**src/sv/lruc_pkg.sv**
```systemverilog
// ----------------------------------------------------------------------------
// lruc_pkg
// Shared constants, types and microcode encodings for the LRU store with
// timed eviction.
// ----------------------------------------------------------------------------
`timescale 1ns / 1ps
`default_nettype none

package lruc_pkg;

    // Store geometry (KEY_SPACE is a power of two, at most 2**KEY_FIELD_BITS)
    localparam int KEY_SPACE      = 16384;
    localparam int KEY_BITS       = $clog2(KEY_SPACE);
    localparam int KEY_FIELD_BITS = 14;
    localparam int VALUE_BITS     = 32;
    localparam int HELD_BITS      = $clog2(KEY_SPACE + 1);

    // Configuration register widths and reset values
    localparam int CAP_BITS    = 15;
    localparam int PERIOD_BITS = 16;
    localparam int CAP_RESET   = 16;

    // Stream and APB widths
    localparam int S_DATA_BITS   = ((KEY_FIELD_BITS + VALUE_BITS + 7) / 8) * 8;
    localparam int M_DATA_BITS   = ((VALUE_BITS + 7) / 8) * 8;
    localparam int APB_ADDR_BITS = 3;
    localparam int APB_DATA_BITS = 32;

    typedef logic [KEY_BITS-1:0]          key_t;
    typedef logic signed [VALUE_BITS-1:0] value_t;
    typedef logic [HELD_BITS-1:0]         held_t;
    typedef logic [CAP_BITS-1:0]          cap_t;
    typedef logic [PERIOD_BITS-1:0]       period_t;

    localparam key_t KEY_LAST = key_t'(KEY_SPACE - 1);

    // Access kinds
    localparam logic KIND_GET = 1'b0;
    localparam logic KIND_PUT = 1'b1;

    // Register indexes
    localparam logic REG_CAP    = 1'b0;
    localparam logic REG_PERIOD = 1'b1;

    // Sequencer steps
    typedef enum logic [2:0] {
        ST_CLEAR,
        ST_IDLE,
        ST_DECIDE,
        ST_LINK,
        ST_CAPCHK,
        ST_EVCAP,
        ST_COUNT,
        ST_EVTMR
    } step_t;

    // Datapath operations
    typedef enum logic [2:0] {
        OP_NOP,
        OP_CLEAR,
        OP_ACCEPT,
        OP_DECIDE,
        OP_LINK,
        OP_EVICT,
        OP_COUNT
    } op_t;

    // Memory read address select
    typedef enum logic [1:0] {
        RD_NONE,
        RD_KEY,
        RD_LRU
    } rd_t;

    // Step hold condition
    typedef enum logic [1:0] {
        HOLD_NONE,
        HOLD_IN,
        HOLD_OUT
    } hold_t;

    // Branch condition: take the alternate step when true
    typedef enum logic [2:0] {
        BR_NONE,
        BR_CLR_MORE,
        BR_GET_MISS,
        BR_NO_CAP,
        BR_NO_FIRE
    } br_t;

    // One microcode word
    typedef struct packed {
        hold_t hold_on;
        op_t   op;
        rd_t   rd;
        br_t   br;
        step_t alt;
        step_t seq;
    } ucode_t;

    // Command from sequencer to datapath
    typedef struct packed {
        op_t op;
        rd_t rd;
    } cmd_t;

    // Status from datapath to sequencer
    typedef struct packed {
        logic clr_more;
        logic get_miss;
        logic cap_evict;
        logic fire;
    } stat_t;

endpackage

`default_nettype wire

```
**src/sv/lruc_seq.sv**
```systemverilog
// ----------------------------------------------------------------------------
// lruc_seq
// Microcode sequencer: a read-only program of control words, a step
// register and conditional jumps on datapath status.
// ----------------------------------------------------------------------------
`timescale 1ns / 1ps
`default_nettype none

module lruc_seq (
    input  wire logic            aclk,
    input  wire logic            aresetn,
    input  wire logic            in_valid,
    input  wire logic            out_free,
    input  lruc_pkg::stat_t      st,
    output lruc_pkg::cmd_t       cmd,
    output logic                 in_ready
);
    import lruc_pkg::*;

    // Control store
    function automatic ucode_t rom(input step_t s);
        ucode_t w;
        case (s)
            ST_CLEAR:  w = '{hold_on: HOLD_NONE, op: OP_CLEAR,  rd: RD_NONE,
                             br: BR_CLR_MORE, alt: ST_CLEAR,  seq: ST_IDLE};
            ST_IDLE:   w = '{hold_on: HOLD_IN,   op: OP_ACCEPT, rd: RD_KEY,
                             br: BR_NONE,     alt: ST_IDLE,   seq: ST_DECIDE};
            ST_DECIDE: w = '{hold_on: HOLD_OUT,  op: OP_DECIDE, rd: RD_NONE,
                             br: BR_GET_MISS, alt: ST_COUNT,  seq: ST_LINK};
            ST_LINK:   w = '{hold_on: HOLD_NONE, op: OP_LINK,   rd: RD_NONE,
                             br: BR_NONE,     alt: ST_LINK,   seq: ST_CAPCHK};
            ST_CAPCHK: w = '{hold_on: HOLD_NONE, op: OP_NOP,    rd: RD_LRU,
                             br: BR_NO_CAP,   alt: ST_COUNT,  seq: ST_EVCAP};
            ST_EVCAP:  w = '{hold_on: HOLD_NONE, op: OP_EVICT,  rd: RD_NONE,
                             br: BR_NONE,     alt: ST_EVCAP,  seq: ST_COUNT};
            ST_COUNT:  w = '{hold_on: HOLD_NONE, op: OP_COUNT,  rd: RD_LRU,
                             br: BR_NO_FIRE,  alt: ST_IDLE,   seq: ST_EVTMR};
            ST_EVTMR:  w = '{hold_on: HOLD_NONE, op: OP_EVICT,  rd: RD_NONE,
                             br: BR_NONE,     alt: ST_EVTMR,  seq: ST_IDLE};
            default:   w = '{hold_on: HOLD_NONE, op: OP_NOP,    rd: RD_NONE,
                             br: BR_NONE,     alt: ST_IDLE,   seq: ST_IDLE};
        endcase
        return w;
    endfunction

    step_t  step_reg;
    step_t  step_next;
    ucode_t word;
    logic   go;
    logic   take;

    // Step register
    always_ff @(posedge aclk) begin
        if (!aresetn) begin
            step_reg <= ST_CLEAR;
        end else begin
            step_reg <= step_next;
        end
    end

    // Decode word, evaluate hold and branch, pick next step
    always_comb begin
        word = rom(step_reg);

        case (word.hold_on)
            HOLD_IN:  go = in_valid;
            HOLD_OUT: go = out_free;
            default:  go = 1'b1;
        endcase

        case (word.br)
            BR_CLR_MORE: take = st.clr_more;
            BR_GET_MISS: take = st.get_miss;
            BR_NO_CAP:   take = !st.cap_evict;
            BR_NO_FIRE:  take = !st.fire;
            default:     take = 1'b0;
        endcase

        step_next = step_reg;
        if (go) begin
            step_next = take ? word.alt : word.seq;
        end

        cmd.op   = go ? word.op : OP_NOP;
        cmd.rd   = go ? word.rd : RD_NONE;
        in_ready = (word.hold_on == HOLD_IN);
    end

endmodule

`default_nettype wire

```
**config.mk**
```make
export PLATFORM = sky130hd
export DESIGN_NAME = lruc_seq
export DESIGN_NICKNAME = d
export VERILOG_FILES = /design/src/sv/lruc_pkg.sv /design/src/sv/lruc_seq.sv
export SDC_FILE = /design/constraint.sdc
export NUM_CORES = 1
export LEC_CHECK = 0
export BUFFER_PORTS_ARGS = -buffer_cell sky130_fd_sc_hd__buf_2
export CORE_MARGIN = 3
export CORE_UTILIZATION = 57
export CTS_BUF_LIST = sky130_fd_sc_hd__clkbuf_8
export DETAILED_ROUTE_END_ITERATION = 8
export PLACE_DENSITY = 0.83
export SYNTH_ARGS = -nofsm -noshare
export SYNTH_HDL_FRONTEND = slang
export SYNTH_SLANG_ARGS = --single-unit
export TNS_END_PERCENT = 100
```
**constraint.sdc**
```tcl
create_clock -name aclk -period 3.1 [get_ports aclk]
set_clock_uncertainty 0.2 [all_clocks]
set_input_delay 0.155 -clock aclk [delete_from_list [all_inputs] [get_ports aclk]]
set_output_delay 0.155 -clock aclk [all_outputs]
set_load 0.05 [all_outputs]
```
==> reports/summary.txt, run 1 <==
Final hold slack - 0.117 ns
Die height - 45.6 um
CP bufs+invs - 2
Initial Utilization - 0.648
Post-Synth Adder-Cell Area - 0.126
Max Cap Viol - 0
Sequential area share after synthesis - 0.402
Crit path kind - flip-flop to flip-flop
Detailed Place HPWL - 1150 um
Root Driver - clkbuf_8
Post-Synthesis Cells - 80
First-pass GRT wire length - 2800 um
Warnings, synthesis - 0
Routability cong. - 0.821
Ant diodes - 0
Synth Area in XOR/XNOR - 0.00978
RSZ-0062 raised after global routing - false
CP cell instances - inv_1 > ha_1 > a221oi_4 > nor2_1 > o21ai_0 > nor3b_2 > inv_1 > ha_1 > mux2_2
Total gr overflow - 0
Post-route minimum period - 2.73 ns
DR pass1 iterations - 4
Clk slew on worst S/H paths - 0.07 ns
Max-Slew Margin vs Limit - 0.609
Mean Syn Cell Area - 11.2 um^2
Mux share of post-synthesis cell area - 0.0936
Synth unique cells - 24
Worst EP arrival - 2.67 ns
Iteration-0 DRC Markers - 12
DIE AREA - 2080 um^2
CTS H-tree depth - 1
Gr usage total - 0.191
Yosys reg bits - 18
Routed Antenna Nets - 0
Peak supply drop - 798 uV
Worst Path Required - 3.04 ns
Post-synthesis simple-gate area fraction - 0.221
Routed length per instance - 13.8 um
Mapped Area - 896 um^2
CTS tree - yes
Synth-to-layout area growth - 15.1%
DR vias/cell - 5.39
Sink Count - 18
Hold Crit Class - primary input to flip-flop
Mapped Nets - 97
Setup Fix Bufs, Post-CTS - 0
DRC - 0
Max Root-Sink Buffers - 2
Ratio of cells with drive above 1 in the final layout - 0.309
Initial antenna violation count - 0
Fin. Hold Viols - 0
Max Fclk - 366 MHz
Tightest Pin Transition - 0.582 ns
Max incr delay on CP - 0.46 ns
Critical Path Slowest Stage Cell - nor3b_2
PnR worst setup slack - 0.371 ns
P_leak - 0.453 nW
Worst-skew pair later-pin latency - 0.25 ns
Vias in the first global route - 612
Slew Viols, Final - 0
Clock buffer count from CTS - 3
IO Pins - 14
CP delay by family, top - adder cells
Placement Setup Slack - 0.407 ns
CP startpoint kind - flip-flop
Final setup viols - 0
Largest net degree at the start of global routing - 11
Largest family of logic cells by synthesized area - simple AND/OR/NAND/NOR gates
Core region area - 1380 um^2
Crit share post-route - 0.880
FP Rows - 13
Final net count - 115
Worst Setup End Kind - flip-flop
Final setup TNS - 0 ns
Post_cts resized - 0
Die width - 45.6 um
I/O Buffers - 13
Drt total wl - 1550 um
DR vias - 604
Max reg flops - 15
PD cells - 1230 nW/um^2
Status - completed
Complex-gate fraction of the synthesized area - 0.102
CTS Hold Bufs - 0
Crit Path Max Fanout - 7
metrics by stage:
| stage | power [mW] | utilization | area [um^2] | instances |
|---|---|---|---|---|
| after floorplan | 0.947 | - | 896 | 80 |
| final | 1.27 | 0.746 | 1030 | 112 |
| after CTS | 1.27 | 0.746 | 1030 | 112 |
| after detailed placement | 1.08 | 0.706 | 976 | 108 |
| after global routing | 1.37 | 0.746 | 1030 | 112 |
| after global placement | 1.06 | 0.706 | 976 | 108 |
layout make-up:
class	instances	area, um^2
Multi-Input combinational cell	53	494
Sequential cell	18	360
Fill cell	101	352
Timing Repair Buffer	14	72.6
Clock buffer	4	55.1
Inverter	8	30.0
Tap cell	15	18.8
report_power, final:
| part | total, mW | internal (mW) | switching, mW |
|---|---|---|---|
| combinational | 0.705 | 0.280 | 0.425 |
| sequential | 0.374 | 0.335 | 0.0387 |
| clock | 0.188 | 0.113 | 0.0749 |
cell usage after synthesis, drive strengths merged:
master   n  share of area
nor3b    6          0.087
nand2b   2          0.014
xnor2    1         0.0098
inv      8          0.034
a21oi    2          0.028
nand3b   1         0.0084
a221o    1          0.011
o21ai    6          0.034
a221oi   1          0.029
or3b     1          0.013
nor2     5          0.021
or2b     1         0.0084
ha       9           0.13
mux2     3          0.038
mux2i    5          0.056
nor4     3          0.028
dfxtp   18           0.40
nor2b    1         0.0070
buf      1          0.013
and2     5          0.035
worst paths after layout:
path	from	end	slack, ns	cells after the start
max reg2reg	word[9]$_SDFF_PP0_	word[4]$_DFF_P_	0.37	9
max	word[9]$_SDFF_PP0_	word[4]$_DFF_P_	0.37	9
min	aresetn	step_reg[1]$_SDFFE_PN0N_	0.12	3
min reg2reg	word[4]$_DFF_P_	step_reg[1]$_SDFFE_PN0N_	0.52	3
metal layers:
metal | share of wire | GRT usage | vias up | wire length (um)
li1 | - | - | 306 | -
met1 | 0.47 | 0.238 | 287 | 732
met2 | 0.49 | 0.315 | 9 | 762
met3 | 0.030 | 0.0593 | 2 | 46
met4 | 0.0064 | 0.0526 | 0 | 10
met5 | 0 | 0 | - | 0
cell families after synthesis:
kind of cell    Yosys count
mux                       8
flops                    18
xor+xnor                  1
compound gates           10
buf+inv                   9
fa+ha+maj                 9
simple gates             25
worst min-delay path, delay by kind of cell:
family                 cells  cell delay, ns
AO/OA/AOI/OAI              1            0.16
buffers and inverters      1            0.11
AND/OR/NAND/NOR            1            0.10
cells in the final DEF (no fill, tap or decap), types with 3 or more instances in the layout:
master,netlist,final
mux2_2,3,3
clkbuf_8,0,4
buf_2,0,13
nor2_1,5,5
dfxtp_1,18,18
and2_1,5,5
inv_1,8,8
o21ai_0,6,6
mux2i_1,5,5
ha_1,9,9
No activity file was read; power rests on OpenSTA's default activity.
==> run 2, diff against run 1 <==
Settings changed: CORE_UTILIZATION 57 to 60, PLACE_DENSITY 0.83 to 0.87.
Clock period 3.1 ns to 3.4 ns, I/O delays scaled along.
==> reports/summary.txt, run 2 (same netlist as run 1, synthesis figures left out) <==
Routed length per instance - 14.8 um (+6.6%)
Initial Utilization - 0.664 (+0.0156)
Worst EP arrival - 2.77 ns (+0.10 ns)
Peak supply drop - 672 uV (-16%)
CTS H-tree depth - 1 (unchanged)
FP Rows - 13 (unchanged)
P_int - 639 uW (-12%)
RSZ-0062 raised after global routing - false
Ratio of cells with drive above 1 in the final layout - 0.302 (-0.00720)
Clock power frac - 0.128 (-0.020)
First-pass GRT wire length - 2640 um (-5.9%)
Routed Antenna Nets - 0 (unchanged)
Sw Pwr - 495 uW (-8.2%)
PD cells - 1110 nW/um^2 (-9.3%)
Ant diodes - 0 (unchanged)
Most frequent cells in the layout - dfxtp_1, buf_2, ha_1, inv_1, o21ai_0
DR vias/cell - 5.46 (+1.2%)
Tightest Pin Transition - 0.623 ns (+0.0415 ns)
DIE AREA - 1990 um^2 (-4.4%)
Root Driver - clkbuf_8
Synth-to-layout area growth - 13.5%
Crit Path Max Fanout - 7 (unchanged)
Clk slew on worst S/H paths - 0.06 ns (about the same)
Core region area - 1350 um^2 (-2.4%)
Routability cong. - 0.788 (-4.1%)
DR vias - 606 (+0.33%)
Setup Fix Bufs, Post-CTS - 0 (unchanged)
Detailed Place HPWL - 1140 um (-1.1%)
Status - completed
CP startpoint kind - flip-flop
Iteration-0 DRC Markers - 8 (-4)
CP Capture Point - word[4]$_DFF_P_
Commonest non-fill, non-tap cell in the layout - dfxtp_1
DRC - 0 (unchanged)
Drt total wl - 1640 um (+5.6%)
I/O Buffers - 13 (unchanged)
Sink Count - 18 (unchanged)
Hold Crit Class - primary input to flip-flop
Worst Path Required - 3.34 ns (+0.30 ns)
P_leak - 0.446 nW (-1.6%)
Fin. Hold Viols - 0 (unchanged)
Final setup TNS - 0 ns (unchanged)
Finished Core Util - 0.753 (+0.00777)
Reg-to-reg endpoint - word[4]$_DFF_P_
Comb pwr share - 0.571 (+0.014)
Post-route minimum period - 2.83 ns (+0.0990 ns)
Worst Setup End Kind - flip-flop
Max-Slew Margin vs Limit - 0.581 (-0.0279)
Reg2Reg Depth - 9 (unchanged)
Max Cap Viol - 0 (unchanged)
Largest net degree at the start of global routing - 11 (unchanged)
Total gr overflow - 0 (unchanged)
Post_cts resized - 0 (unchanged)
Clock buffer count from CTS - 3 (unchanged)
DR pass1 iterations - 4 (unchanged)
Crit share post-route - 0.832 (-0.0485)
Gr usage total - 0.186 (-0.00470)
Reg2reg start - word[9]$_SDFF_PP0_
Slew Viols, Final - 0 (unchanged)
Final setup viols - 0 (unchanged)
Sequential power share - 0.300 (+0.005)
CTS tree - yes
Final net count - 115 (unchanged)
Max Root-Sink Buffers - 2 (unchanged)
Die height - 44.6 um (-2.2%)
Vias in the first global route - 594 (-2.9%)
CTS Hold Bufs - 0 (unchanged)
Crit path from - word[9]$_SDFF_PP0_
Die width - 44.6 um (-2.2%)
Worst-skew pair later-pin latency - 0.25 ns (about the same)
R2R Setup Slk - 0.57 ns (+0.20 ns)
Crit path kind - flip-flop to flip-flop
Max Fclk - 354 MHz (-3.5%)
Initial antenna violation count - 0 (unchanged)
IO Pins - 14 (unchanged)
Switching share of total power - 0.437 (+0.0110)
Max reg flops - 15 (unchanged)
## run 2: layout make-up
type | instances | area [um^2]
inverter | 8 | 30.0
timing repair buffer | 14 | 72.6
sequential | 18 | 360
tap | 15 | 18.8
fill | 90 | 333
clock buffer | 3 | 41.3
multi-input combinational | 53 | 494
## run 2: stage by stage
step	cells	hold slack [ns]	cell area, um^2	power, mW	setup slack (ns)
finish	111	0.0891	1020	1.13	0.572
global route	111	0.102	1020	1.22	0.348
floorplan	80	0.182	896	0.863	0.718
detailed placement	108	0.356	976	0.980	0.643
CTS	111	0.0852	1020	1.14	0.602
global placement	108	0.347	976	0.959	0.795
## run 2: worst min path at each step
stage | cells past startpoint | from | to | slack, ns
2_1_floorplan | 2 | aresetn | step_reg[1]$_SDFFE_PN0N_ | 0.18
3_3_place_gp | 3 | aresetn | step_reg[1]$_SDFFE_PN0N_ | 0.35
3_5_place_dp | 3 | aresetn | step_reg[1]$_SDFFE_PN0N_ | 0.36
4_1_cts | 3 | aresetn | step_reg[1]$_SDFFE_PN0N_ | 0.09
5_1_grt | 3 | aresetn | step_reg[1]$_SDFFE_PN0N_ | 0.10
6_report | 3 | aresetn | step_reg[1]$_SDFFE_PN0N_ | 0.09
## run 2: worst max-delay path, cell delays in order (launching register included)
cell and delay, ns:
dfxtp_1 0.33, inv_1 0.06, ha_1 0.34, a221oi_4 0.32, nor2_1 0.07, o21ai_0 0.10, nor3b_2 0.52, inv_1 0.17
ha_1 0.35, mux2_2 0.27
## run 2: power by group through the flow
stage | Sequential [mW] | Combinational [mW] | Clock (mW)
finish | 0.340 | 0.648 | 0.145
global route | 0.348 | 0.716 | 0.153
CTS | 0.340 | 0.652 | 0.146
detailed placement | 0.341 | 0.639 | 0
global placement | 0.340 | 0.619 | 0
floorplan | 0.331 | 0.532 | 0
## run 2: routing by layer
metal	vias to the layer above	share of wire	wire, um	global-route usage
li1	304	-	-	-
met1	280	0.46	753	0.234
met2	17	0.47	773	0.298
met3	5	0.043	70	0.0325
met4	0	0.024	40	0.102
met5	-	0	0	0
